File: src/hw/rtl/clhm_pkg.sv
`timescale 1ns / 1ps
`default_nettype none

package clhm_pkg;

  localparam int DEF_HISTORY_DEPTH = 10;
  localparam int DEF_GROUP_SIZE    = 4;

  localparam int LOAD_W   = 7;
  localparam int SUM_W    = 9;
  localparam int MARGIN_W = 7;
  localparam int LMARGIN_W = 10;
  localparam int WIN_W    = 4;
  localparam int CFG_W    = 10;

  localparam logic [SUM_W-1:0] SUM_MAX = '1;

  // newest entries averaged into the smoothed loads
  localparam int SMOOTH_TAPS = 4;

  localparam int QUEUE_DEPTH = 2;

  localparam logic [MARGIN_W-1:0]  RST_CRIT_MARGIN = 7'd90;
  localparam logic [LMARGIN_W-1:0] RST_LOAD_MARGIN = 10'd200;
  localparam logic [WIN_W-1:0]     RST_WINDOW      = 4'd3;

  typedef enum logic [1:0] {
    CFG_LITTLE_CRIT_MARGIN = 2'd0,
    CFG_BIG_CRIT_MARGIN    = 2'd1,
    CFG_LOADING_MARGIN     = 2'd2,
    CFG_WINDOW_LENGTH      = 2'd3
  } cfg_index_t;

  typedef struct packed {
    logic               cluster_sel;
    logic [LOAD_W-1:0]  core_load;
  } sample_t;

  typedef struct packed {
    logic [SUM_W-1:0] smoothed_load;
    logic [SUM_W-1:0] combined_smoothed_load;
    logic             critical_phase;
    logic             below_loading_margin;
    logic             entry_pushed;
  } result_t;

  // request handed from the group accumulator to the history unit
  typedef struct packed {
    logic             cluster_sel;
    logic             pushed;
    logic [SUM_W-1:0] group_sum;
    logic             group_critical;
  } cmd_t;

endpackage

`default_nettype wire

File: src/hw/rtl/cluster_load_history_monitor.sv
`timescale 1ns / 1ps
`default_nettype none

// Cluster load history monitor. Each sample (cluster select, core load) is
// added to its cluster's running group; every GROUP_SIZE samples of a cluster
// the group sum and its critical flag (any sample above the cluster's critical
// margin) shift into that cluster's HISTORY_DEPTH-deep history. Every sample
// yields exactly one result, taken from the history after its own update:
// the mean of the cluster's newest four entries, the sum of both clusters'
// newest four entries divided by sixteen, and two phase flags ANDed over the
// newest window_length entries. One sample is taken per clock cycle unless the
// two-entry queue from the group accumulator to the history unit is full;
// results leave through a result register. Configuration is written through
// cfg_write/cfg_index/cfg_data while idle, a user rule not enforced by the block.
module cluster_load_history_monitor #(
  parameter int HISTORY_DEPTH = clhm_pkg::DEF_HISTORY_DEPTH,
  parameter int GROUP_SIZE    = clhm_pkg::DEF_GROUP_SIZE
) (
  input  wire logic                         clk,
  input  wire logic                         rst,
  input  wire logic                         sample_valid,
  output logic                              sample_stall,
  input  wire clhm_pkg::sample_t            sample,
  output logic                              result_valid,
  input  wire logic                         result_stall,
  output clhm_pkg::result_t                 result,
  input  wire logic                         cfg_write,
  input  wire clhm_pkg::cfg_index_t         cfg_index,
  input  wire logic [clhm_pkg::CFG_W-1:0]   cfg_data
);
  import clhm_pkg::*;

  logic [MARGIN_W-1:0]  little_margin;
  logic [MARGIN_W-1:0]  big_margin;
  logic [LMARGIN_W-1:0] loading_margin;
  logic [WIN_W-1:0]     window_length;

  logic accept;
  logic q_full;
  logic q_not_empty;
  logic q_pop;
  cmd_t front_cmd;
  cmd_t q_head;

  always_ff @(posedge clk) begin
    if (rst) begin
      little_margin  <= RST_CRIT_MARGIN;
      big_margin     <= RST_CRIT_MARGIN;
      loading_margin <= RST_LOAD_MARGIN;
      window_length  <= RST_WINDOW;
    end else if (cfg_write) begin
      unique case (cfg_index)
        CFG_LITTLE_CRIT_MARGIN: little_margin  <= cfg_data[MARGIN_W-1:0];
        CFG_BIG_CRIT_MARGIN:    big_margin     <= cfg_data[MARGIN_W-1:0];
        CFG_LOADING_MARGIN:     loading_margin <= cfg_data[LMARGIN_W-1:0];
        CFG_WINDOW_LENGTH:      window_length  <= cfg_data[WIN_W-1:0];
      endcase
    end
  end

  assign sample_stall = q_full;
  assign accept       = sample_valid && !q_full;

  clhm_front #(
    .GROUP_SIZE(GROUP_SIZE)
  ) u_front (
    .clk          (clk),
    .rst          (rst),
    .accept       (accept),
    .sample       (sample),
    .little_margin(little_margin),
    .big_margin   (big_margin),
    .cmd          (front_cmd)
  );

  clhm_queue u_queue (
    .clk      (clk),
    .rst      (rst),
    .push     (accept),
    .push_data(front_cmd),
    .full     (q_full),
    .pop      (q_pop),
    .not_empty(q_not_empty),
    .head     (q_head)
  );

  clhm_back #(
    .HISTORY_DEPTH(HISTORY_DEPTH)
  ) u_back (
    .clk           (clk),
    .rst           (rst),
    .cmd_valid     (q_not_empty),
    .cmd           (q_head),
    .cmd_pop       (q_pop),
    .loading_margin(loading_margin),
    .window_length (window_length),
    .result_valid  (result_valid),
    .result_stall  (result_stall),
    .result        (result)
  );

endmodule

`default_nettype wire

File: src/hw/rtl/clhm_front.sv
`timescale 1ns / 1ps
`default_nettype none

module clhm_front #(
  parameter int GROUP_SIZE = clhm_pkg::DEF_GROUP_SIZE
) (
  input  wire logic                              clk,
  input  wire logic                              rst,
  input  wire logic                              accept,
  input  wire clhm_pkg::sample_t                 sample,
  input  wire logic [clhm_pkg::MARGIN_W-1:0]     little_margin,
  input  wire logic [clhm_pkg::MARGIN_W-1:0]     big_margin,
  output clhm_pkg::cmd_t                         cmd
);
  import clhm_pkg::*;

  localparam int CNT_W = (GROUP_SIZE > 1) ? $clog2(GROUP_SIZE) : 1;
  localparam logic [CNT_W-1:0] CNT_LAST = CNT_W'(GROUP_SIZE - 1);

  logic [SUM_W-1:0] group_sum [2];
  logic [CNT_W-1:0] group_count [2];
  logic             group_crit [2];

  logic [MARGIN_W-1:0] margin;
  logic [SUM_W:0]      sum_wide;
  logic [SUM_W-1:0]    sum_sat;
  logic                crit_now;
  logic                last;

  always_comb begin
    margin   = sample.cluster_sel ? big_margin : little_margin;
    sum_wide = {1'b0, group_sum[sample.cluster_sel]} + (SUM_W+1)'(sample.core_load);
    sum_sat  = sum_wide[SUM_W] ? SUM_MAX : sum_wide[SUM_W-1:0];
    crit_now = group_crit[sample.cluster_sel] | (sample.core_load > margin);
    last     = (group_count[sample.cluster_sel] == CNT_LAST);

    cmd.cluster_sel    = sample.cluster_sel;
    cmd.pushed         = last;
    cmd.group_sum      = sum_sat;
    cmd.group_critical = crit_now;
  end

  always_ff @(posedge clk) begin
    if (rst) begin
      for (int c = 0; c < 2; c++) begin
        group_sum[c]   <= '0;
        group_count[c] <= '0;
        group_crit[c]  <= 1'b0;
      end
    end else if (accept) begin
      if (last) begin
        // group complete: restart accumulation
        group_sum[sample.cluster_sel]   <= '0;
        group_count[sample.cluster_sel] <= '0;
        group_crit[sample.cluster_sel]  <= 1'b0;
      end else begin
        group_sum[sample.cluster_sel]   <= sum_sat;
        group_count[sample.cluster_sel] <= group_count[sample.cluster_sel] + 1'b1;
        group_crit[sample.cluster_sel]  <= crit_now;
      end
    end
  end

endmodule

`default_nettype wire

File: src/hw/rtl/clhm_queue.sv
`timescale 1ns / 1ps
`default_nettype none

module clhm_queue (
  input  wire logic            clk,
  input  wire logic            rst,
  input  wire logic            push,
  input  wire clhm_pkg::cmd_t  push_data,
  output logic                 full,
  input  wire logic            pop,
  output logic                 not_empty,
  output clhm_pkg::cmd_t       head
);
  import clhm_pkg::*;

  localparam int PTR_W = (QUEUE_DEPTH > 1) ? $clog2(QUEUE_DEPTH) : 1;
  localparam int CNT_W = $clog2(QUEUE_DEPTH + 1);
  localparam logic [PTR_W-1:0] PTR_LAST = PTR_W'(QUEUE_DEPTH - 1);
  localparam logic [CNT_W-1:0] CNT_FULL = CNT_W'(QUEUE_DEPTH);

  cmd_t             slots [QUEUE_DEPTH];
  logic [PTR_W-1:0] wr_ptr;
  logic [PTR_W-1:0] rd_ptr;
  logic [CNT_W-1:0] count;

  assign full      = (count == CNT_FULL);
  assign not_empty = (count != '0);
  assign head      = slots[rd_ptr];

  always_ff @(posedge clk) begin
    if (push) begin
      slots[wr_ptr] <= push_data;
    end
  end

  always_ff @(posedge clk) begin
    if (rst) begin
      wr_ptr <= '0;
      rd_ptr <= '0;
      count  <= '0;
    end else begin
      if (push) begin
        wr_ptr <= (wr_ptr == PTR_LAST) ? '0 : wr_ptr + 1'b1;
      end
      if (pop) begin
        rd_ptr <= (rd_ptr == PTR_LAST) ? '0 : rd_ptr + 1'b1;
      end
      if (push && !pop) begin
        count <= count + 1'b1;
      end else if (pop && !push) begin
        count <= count - 1'b1;
      end
    end
  end

endmodule

`default_nettype wire

File: src/hw/rtl/clhm_back.sv
`timescale 1ns / 1ps
`default_nettype none

module clhm_back #(
  parameter int HISTORY_DEPTH = clhm_pkg::DEF_HISTORY_DEPTH
) (
  input  wire logic                            clk,
  input  wire logic                            rst,
  input  wire logic                            cmd_valid,
  input  wire clhm_pkg::cmd_t                  cmd,
  output logic                                 cmd_pop,
  input  wire logic [clhm_pkg::LMARGIN_W-1:0]  loading_margin,
  input  wire logic [clhm_pkg::WIN_W-1:0]      window_length,
  output logic                                 result_valid,
  input  wire logic                            result_stall,
  output clhm_pkg::result_t                    result
);
  import clhm_pkg::*;

  localparam int TAP_SUM_W = SUM_W + $clog2(SMOOTH_TAPS);

  logic [SUM_W-1:0] little_hist [HISTORY_DEPTH];
  logic [SUM_W-1:0] big_hist    [HISTORY_DEPTH];
  logic             little_crit [HISTORY_DEPTH];
  logic             big_crit    [HISTORY_DEPTH];

  logic [SUM_W-1:0] little_next [HISTORY_DEPTH];
  logic [SUM_W-1:0] big_next    [HISTORY_DEPTH];
  logic             lcrit_next  [HISTORY_DEPTH];
  logic             bcrit_next  [HISTORY_DEPTH];

  logic                 push_little;
  logic                 push_big;
  logic [TAP_SUM_W-1:0] little_taps;
  logic [TAP_SUM_W-1:0] big_taps;
  logic [TAP_SUM_W:0]   both_taps;
  logic [SUM_W:0]       pair_sum;
  logic                 crit_all;
  logic                 below_all;
  result_t              result_next;

  assign cmd_pop = cmd_valid && (!result_valid || !result_stall);

  always_comb begin
    push_little = cmd.pushed && !cmd.cluster_sel;
    push_big    = cmd.pushed && cmd.cluster_sel;

    // shift in the completed group, newest at entry 0
    for (int k = 0; k < HISTORY_DEPTH; k++) begin
      if (k == 0) begin
        little_next[k] = push_little ? cmd.group_sum : little_hist[k];
        lcrit_next[k]  = push_little ? cmd.group_critical : little_crit[k];
        big_next[k]    = push_big ? cmd.group_sum : big_hist[k];
        bcrit_next[k]  = push_big ? cmd.group_critical : big_crit[k];
      end else begin
        little_next[k] = push_little ? little_hist[k-1] : little_hist[k];
        lcrit_next[k]  = push_little ? little_crit[k-1] : little_crit[k];
        big_next[k]    = push_big ? big_hist[k-1] : big_hist[k];
        bcrit_next[k]  = push_big ? big_crit[k-1] : big_crit[k];
      end
    end

    little_taps = '0;
    big_taps    = '0;
    for (int k = 0; k < SMOOTH_TAPS; k++) begin
      little_taps = little_taps + TAP_SUM_W'(little_next[k]);
      big_taps    = big_taps + TAP_SUM_W'(big_next[k]);
    end
    both_taps = {1'b0, little_taps} + {1'b0, big_taps};

    // window past the depth covers every entry
    crit_all  = 1'b1;
    below_all = 1'b1;
    pair_sum  = '0;
    for (int k = 0; k < HISTORY_DEPTH; k++) begin
      pair_sum = {1'b0, little_next[k]} + {1'b0, big_next[k]};
      if (int'(window_length) > k) begin
        crit_all = crit_all & (cmd.cluster_sel ? bcrit_next[k] : lcrit_next[k]);
        if (pair_sum >= loading_margin) begin
          below_all = 1'b0;
        end
      end
    end

    result_next.smoothed_load = cmd.cluster_sel ? big_taps[TAP_SUM_W-1:2]
                                                : little_taps[TAP_SUM_W-1:2];
    result_next.combined_smoothed_load = SUM_W'(both_taps >> 4);
    result_next.critical_phase         = crit_all;
    result_next.below_loading_margin   = below_all;
    result_next.entry_pushed           = cmd.pushed;
  end

  always_ff @(posedge clk) begin
    if (rst) begin
      for (int k = 0; k < HISTORY_DEPTH; k++) begin
        little_hist[k] <= '0;
        big_hist[k]    <= '0;
        little_crit[k] <= 1'b0;
        big_crit[k]    <= 1'b0;
      end
    end else if (cmd_pop) begin
      little_hist <= little_next;
      big_hist    <= big_next;
      little_crit <= lcrit_next;
      big_crit    <= bcrit_next;
    end
  end

  always_ff @(posedge clk) begin
    if (rst) begin
      result_valid <= 1'b0;
    end else if (cmd_pop) begin
      result_valid <= 1'b1;
    end else if (!result_stall) begin
      result_valid <= 1'b0;
    end
  end

  always_ff @(posedge clk) begin
    if (cmd_pop) begin
      result <= result_next;
    end
  end

endmodule

`default_nettype wire

File: config.mk
export PLATFORM = sky130hd
export DESIGN_NAME = cluster_load_history_monitor
export DESIGN_NICKNAME = d
export VERILOG_FILES = /design/src/hw/rtl/clhm_pkg.sv /design/src/hw/rtl/cluster_load_history_monitor.sv /design/src/hw/rtl/clhm_front.sv /design/src/hw/rtl/clhm_queue.sv /design/src/hw/rtl/clhm_back.sv
export SDC_FILE = /design/constraint.sdc
export NUM_CORES = 1
export LEC_CHECK = 0
export ABC_AREA = 0
export BUFFER_PORTS_ARGS = -buffer_cell sky130_fd_sc_hd__buf_2
export CAP_MARGIN = 20
export CORE_MARGIN = 3
export CORE_UTILIZATION = 30
export CTS_CLUSTER_SIZE = 8
export DETAILED_ROUTE_END_ITERATION = 8
export PLACE_DENSITY_LB_ADDON = 0.08
export SLEW_MARGIN = 25
export SYNTH_ARGS = -nofsm -noshare
export SYNTH_HDL_FRONTEND = slang
export SYNTH_HIERARCHICAL = 1
export SYNTH_SLANG_ARGS = --single-unit
File: constraint.sdc
create_clock -name clk -period 6.2 [get_ports clk]
set_input_delay 0.31 -clock clk [delete_from_list [all_inputs] [get_ports clk]]
set_output_delay 0.31 -clock clk [all_outputs]
set_load 0.02 [all_outputs]
# Word level (Yosys, flattened, before mapping)
# Memories as Yosys holds them, arrays and structs flattened. A register that Yosys moved wholly into a read port is not among the register bits.
# Cells that the tools add are included.
# word_totals
regBits	253
ram_bits	48
in_bits	25
mem_count	4
# mem_list
memory	depth	word_bits	read_ports	rd_ports_with_merged_regs	write_ports	line	source
u_queue.slots	2	12	1	1	1	clhm_queue.sv:21	cmd_t slots [QUEUE_DEPTH];
u_front.group_sum	2	9	1	0	2	clhm_front.sv:20	logic [SUM_W-1:0] group_sum [2];
u_front.group_count	2	2	1	0	2	clhm_front.sv:21	logic [CNT_W-1:0] group_count [2];
u_front.group_crit	2	1	1	0	2	clhm_front.sv:22	logic group_crit [2];
# classes
n_addsub	23
n_lt_le_gt_ge	21
n_eq_ne	6
mux	115
bitwise_logic	13
reduce_logical	23
# op_table
operator	n
two-way mux 9 bit	24
adder 9 x 9 -> 10 bit	12
>= comparator 10 bit	10
two-way mux 1 bit	86
adder 11 x 9 -> 11 bit	4
greater-than comparator 4 x 3 -> 1 bit, second input constant	4
adder 11 x 11 -> 12 bit	1
adder 9 x 7 -> 10 bit	1
bitwise AND 1 bit	9
OR reduction 9 bit	1
== test 2 bit, second input constant	4
greater-than comparator 4 x 1 -> 1 bit, second input constant	2
greater-than comparator 4 x 2 -> 1 bit, second input constant	2
greater-than comparator 4 bit, second input constant	2
two-way mux 2 bit	4
AND reduction 2 bit	4
greater-than comparator 7 bit	1
two-way mux 7 bit	1
logical AND 1 bit	6
zero test 1 bit	6
adder 2 x 1 -> 2 bit, second input constant	2
OR 1 bit	4
nonzero test 2 bit	2
adder 1 bit, second input constant	2
7 further kinds	7

# Longest topological paths before layout
# depth
depth_word	25
mapped_depth	27
mapped_depth_nobuf	22

# Cells and area by module
# Netlist, hierarchy kept.
# modules_own_cells
mod	instances	cells_per_inst	area_per_inst_um2	seq_area_each_um2
clhm_back	1	2146	17088.9	4624.4
clhm_front	1	167	1776.7	720.7
cluster_load_history_monitor	1	111	1139.8	560.5
clhm_queue	1	59	1071.0	820.8

# Worst setup path after synthesis
# OpenSTA, ideal clock, no wires.
# synth_timing
kind	reg-to-reg
start	register (tool-made name)
end	register u_back/result[10] (netlist name)
arrival_time_ns	5.544
t_required_ns	5.946
setup_slack_ns	0.403
path_stages_with_launch	24
path_buffers	4
path_cell_list	dfxtp_1 > buf_2 > mux2_2 > buf_6 > nand2_2 > clkbuf_1 > buf_2 > mux2i_1 > inv_1 > fa_1 > fa_1 > ha_1 > fa_1 > a21o_1 > a21oi_1 > o21bai_1 > a2111oi_0 > or3_1 > xnor2_1 > ha_1 > nor2b_1 > nor2_1 > a21oi_1 > a21o_1

==> out/results.tsv <==
metric	value	unit
CP startpoint kind	register	
Worst Path Arrival	5.97	ns
DRT Pass-1 Iters	5	
Post-synth top flop	dfxtp_1	
Psw	5.78	mW
DRC violations left	0	
flops & latches, synth	302	
Core ar.	0.0691	mm²
part of the power in combinational logic	58.1	%
Yosys cell types	80	
Top-Level Pins	48	
total die area	0.0735	mm²
routed wire length	62400	µm
cell taking the most area after synthesis	dfxtp_1	
worst r2r path cells	17	
Die Ht	271	µm
slew at the pin closest to its max-slew limit	0.983	ns
row cnt	96	
leakage power figure	10.7	nW
wire per inst	18.1	µm
internal power	6.97	mW
Final Hold Vio Count	0	
R2R Setup Slk	0.55	ns
Worst EP required	6.52	ns
clk slew on worst S/H paths	0.05	ns
Syn Nets	2788	
H-tree Lvls	2	
largest cells by area after synthesis	dfxtp_1 (22%), ha_1 (14%), edfxtp_1 (9.7%)	
Max Slew Vio Count	0	
Antenna Nets Post-Route	0	
via count	16800	
die width	271	µm
worst skew pair latency	0.59	ns
Critical Path Fanout Max	29	
Filler cells	7219	
first-pass GRT wire length	98900	µm
max frequency	177	MHz
vias in the first global route	17100	
share of the synthesized area in the top cell type	22.2	%
Critical path destination	u_back/result[10]	
nets	2798	
Hold Crit Class	in -> reg	
sequential share of power	23.8	%
worst clock skew	0.0310	ns
Setup-failing EPs final	0	
I/O Buffers	46	
global route overflow	0	
GPL Wtd Cong	0.799	
layout cells sized above 1	10.6	%
register area share after synthesis	31.9	%
Root Buffer	clkbuf_16	
total negative slack	0	ns
EDFF count, synth	68	
hold path depth	3	
Area Growth Syn to Fin	12.1	%
Clk pwr share	18.1	%
CTS sink cnt	302	
Final min period	5.65	ns
cts bufs inserted	45	
PD cells	540	mW/mm²
Ant. Diodes	0	
largest net degree at the start of global routing	132	
critical path class	reg -> reg	
clk buf depth	3	
FF-to-FF End	u_back/result[10]	
hpwl dp	44200	µm
outcome	finished, final reports clean	
number of max-cap violations	0	
switching share of total power	45.3	%
starting density of the core	30.5	%
most frequent cell after synthesis	nand2_1	
syn avg cell area	8.49	µm²
Ys Warns	6	
RSZ-0062 raised after global routing	false	
initial antenna violation count	0	
Final Cycle Share	91.1	%
Post-Syn Instances	2483	
Avg Vias per Cell	4.88	
Worst slew margin	34.5	%
Post-synth ARST share	0	%
Commonest cells post-synth	nand2_1 (489), nor2_1 (256), dfxtp_1 (234), ha_1 (233), a21oi_1 (224)	
crit end category	register	
Total Routing Usage GR	17.0	%
DP Area	0.0222	mm²
Syn Std Cell Area	0.0211	mm²
initial DRC count	879	
Worst VDD drop	0.308	mV
total power	12.8	mW
post-route cell area	0.0236	mm²
CTS tree	yes	
-- state kept, by name, summed over array words and instances (netlist names), 7 cells and up, named ones only --
name / flops
u_back/big_hist: 90
u_front/group_sum: 18
u_queue/slots: 24
u_back/little_hist: 90
u_back/little_crit: 10
big_margin: 7
loading_margin: 10
little_margin: 7
u_back/result: 20
u_back/big_crit: 10
-- timing repair --
item	4_1_cts	5_1_grt
resized for setup	0	1
hold buffers	9	0
endpoints found under the setup margin	0	1
buffers inserted	0	4
hold endpoints to repair	12	0
-- power groups by stage --
stage	Combinational (mW)	Clock (mW)	Sequential [mW]
5_1_grt	8.45	2.49	3.09
2_1_floorplan	5.36	0	3.05
4_1_cts	7.51	2.42	3.04
3_5_place_dp	7.43	0	3.07
3_3_place_gp	7.42	0	3.06
6_report	7.41	2.31	3.03
-- worst max-delay path, cell delays in order, from the launching register on --
cell and delay, ns:
dfxtp_1 0.37, mux2_2 0.44, nand2_4 0.28, buf_4 0.46
buf_4 0.36, mux2_2 0.41, fa_1 0.61, fa_1 0.44
ha_1 0.37, nor3_1 0.07, or3_1 0.42, xnor2_1 0.23
ha_1 0.30, nor2_1 0.14, nor2b_1 0.06, nor2_1 0.10
a21oi_1 0.07, a21o_1 0.21
-- routing by layer --
metal  vias to the layer above  wire length (µm)  part of all wire, %  global-route usage, %
met5                         -                 0                    0                      0
met4                         0              1020                  1.6                   3.76
met3                        65              1890                  3.0                   2.13
met2                       223             27900                   45                   27.3
met1                      7956             31600                   51                   24.2
li1                       8564                 -                    -                      -
-- area by class of cell --
type | instances | area, µm² | share of cell area (%)
clock buffer | 61 | 1210 | 5.10
clock inverter | 6 | 81.3 | 0.344
inverter | 106 | 405 | 1.72
multi-input combinational | 1958 | 13500 | 57.0
sequential | 302 | 6730 | 28.5
tap | 931 | 1160 | 4.93
timing repair buffer | 80 | 583 | 2.47
-- worst min path at each step --
stage          slack, ns               endpoint                  start
2_1_floorplan       0.38       u_queue/count[1]                    rst
3_3_place_gp        0.44  u_back/little_crit[0]  u_back/little_crit[0]
3_5_place_dp        0.44     u_back/big_hist[7]     u_back/big_hist[7]
4_1_cts             0.04          big_margin[5]            cfg_data[5]
5_1_grt             0.09          big_margin[5]            cfg_data[5]
6_report            0.08       little_margin[5]            cfg_data[5]
-- cells by family after synthesis --
group | count (synthesis) | synth area share, %
other cells | 1 | 0.0178
buf+inv | 223 | 4.31
simple gates | 948 | 18.7
mux | 185 | 9.54
fa+ha+maj | 284 | 18.5
compound gates | 439 | 12.8
xor+xnor | 101 | 4.20
flops | 302 | 31.9
-- stage by stage --
step / utilization [%] / hold WS [ns] / setup slack, ns / std cells
global placement: 32.1 / 0.442 / 0.382 / 3364
floorplan: - / 0.379 / 0.403 / 2483
global route: 34.2 / 0.0861 / 0.0775 / 3444
finish: 34.2 / 0.0793 / 0.549 / 3444
CTS: 34.1 / 0.0419 / 0.326 / 3440
detailed placement: 32.1 / 0.444 / 0.395 / 3364
-- cells in the final DEF, fill, tap and decap left out, drive strengths merged, types with 5 or more instances in the layout --
master / synthesis / final
buf: 31 / 70
fa: 47 / 47
mux2i: 71 / 71
o22ai: 5 / 5
o21ai: 52 / 52
nor2b: 19 / 19
nand3: 24 / 24
clkinv: 0 / 5
o211ai: 9 / 9
edfxtp: 68 / 68
nand2: 490 / 490
nand2b: 36 / 36
nor3: 93 / 93
nor2: 258 / 258
ha: 233 / 233
nand4: 5 / 5
a2111oi: 5 / 5
dlygate4sd3: 0 / 9
xnor2: 64 / 64
clkbuf: 86 / 62
a21oi: 226 / 226
a221oi: 5 / 5
xor2: 37 / 37
a21o: 36 / 36
dfxtp: 234 / 234
o21bai: 21 / 21
o21a: 11 / 11
inv: 106 / 107
a211oi: 32 / 32
mux2: 114 / 114
No activity file was read; power rests on OpenSTA's default activity.
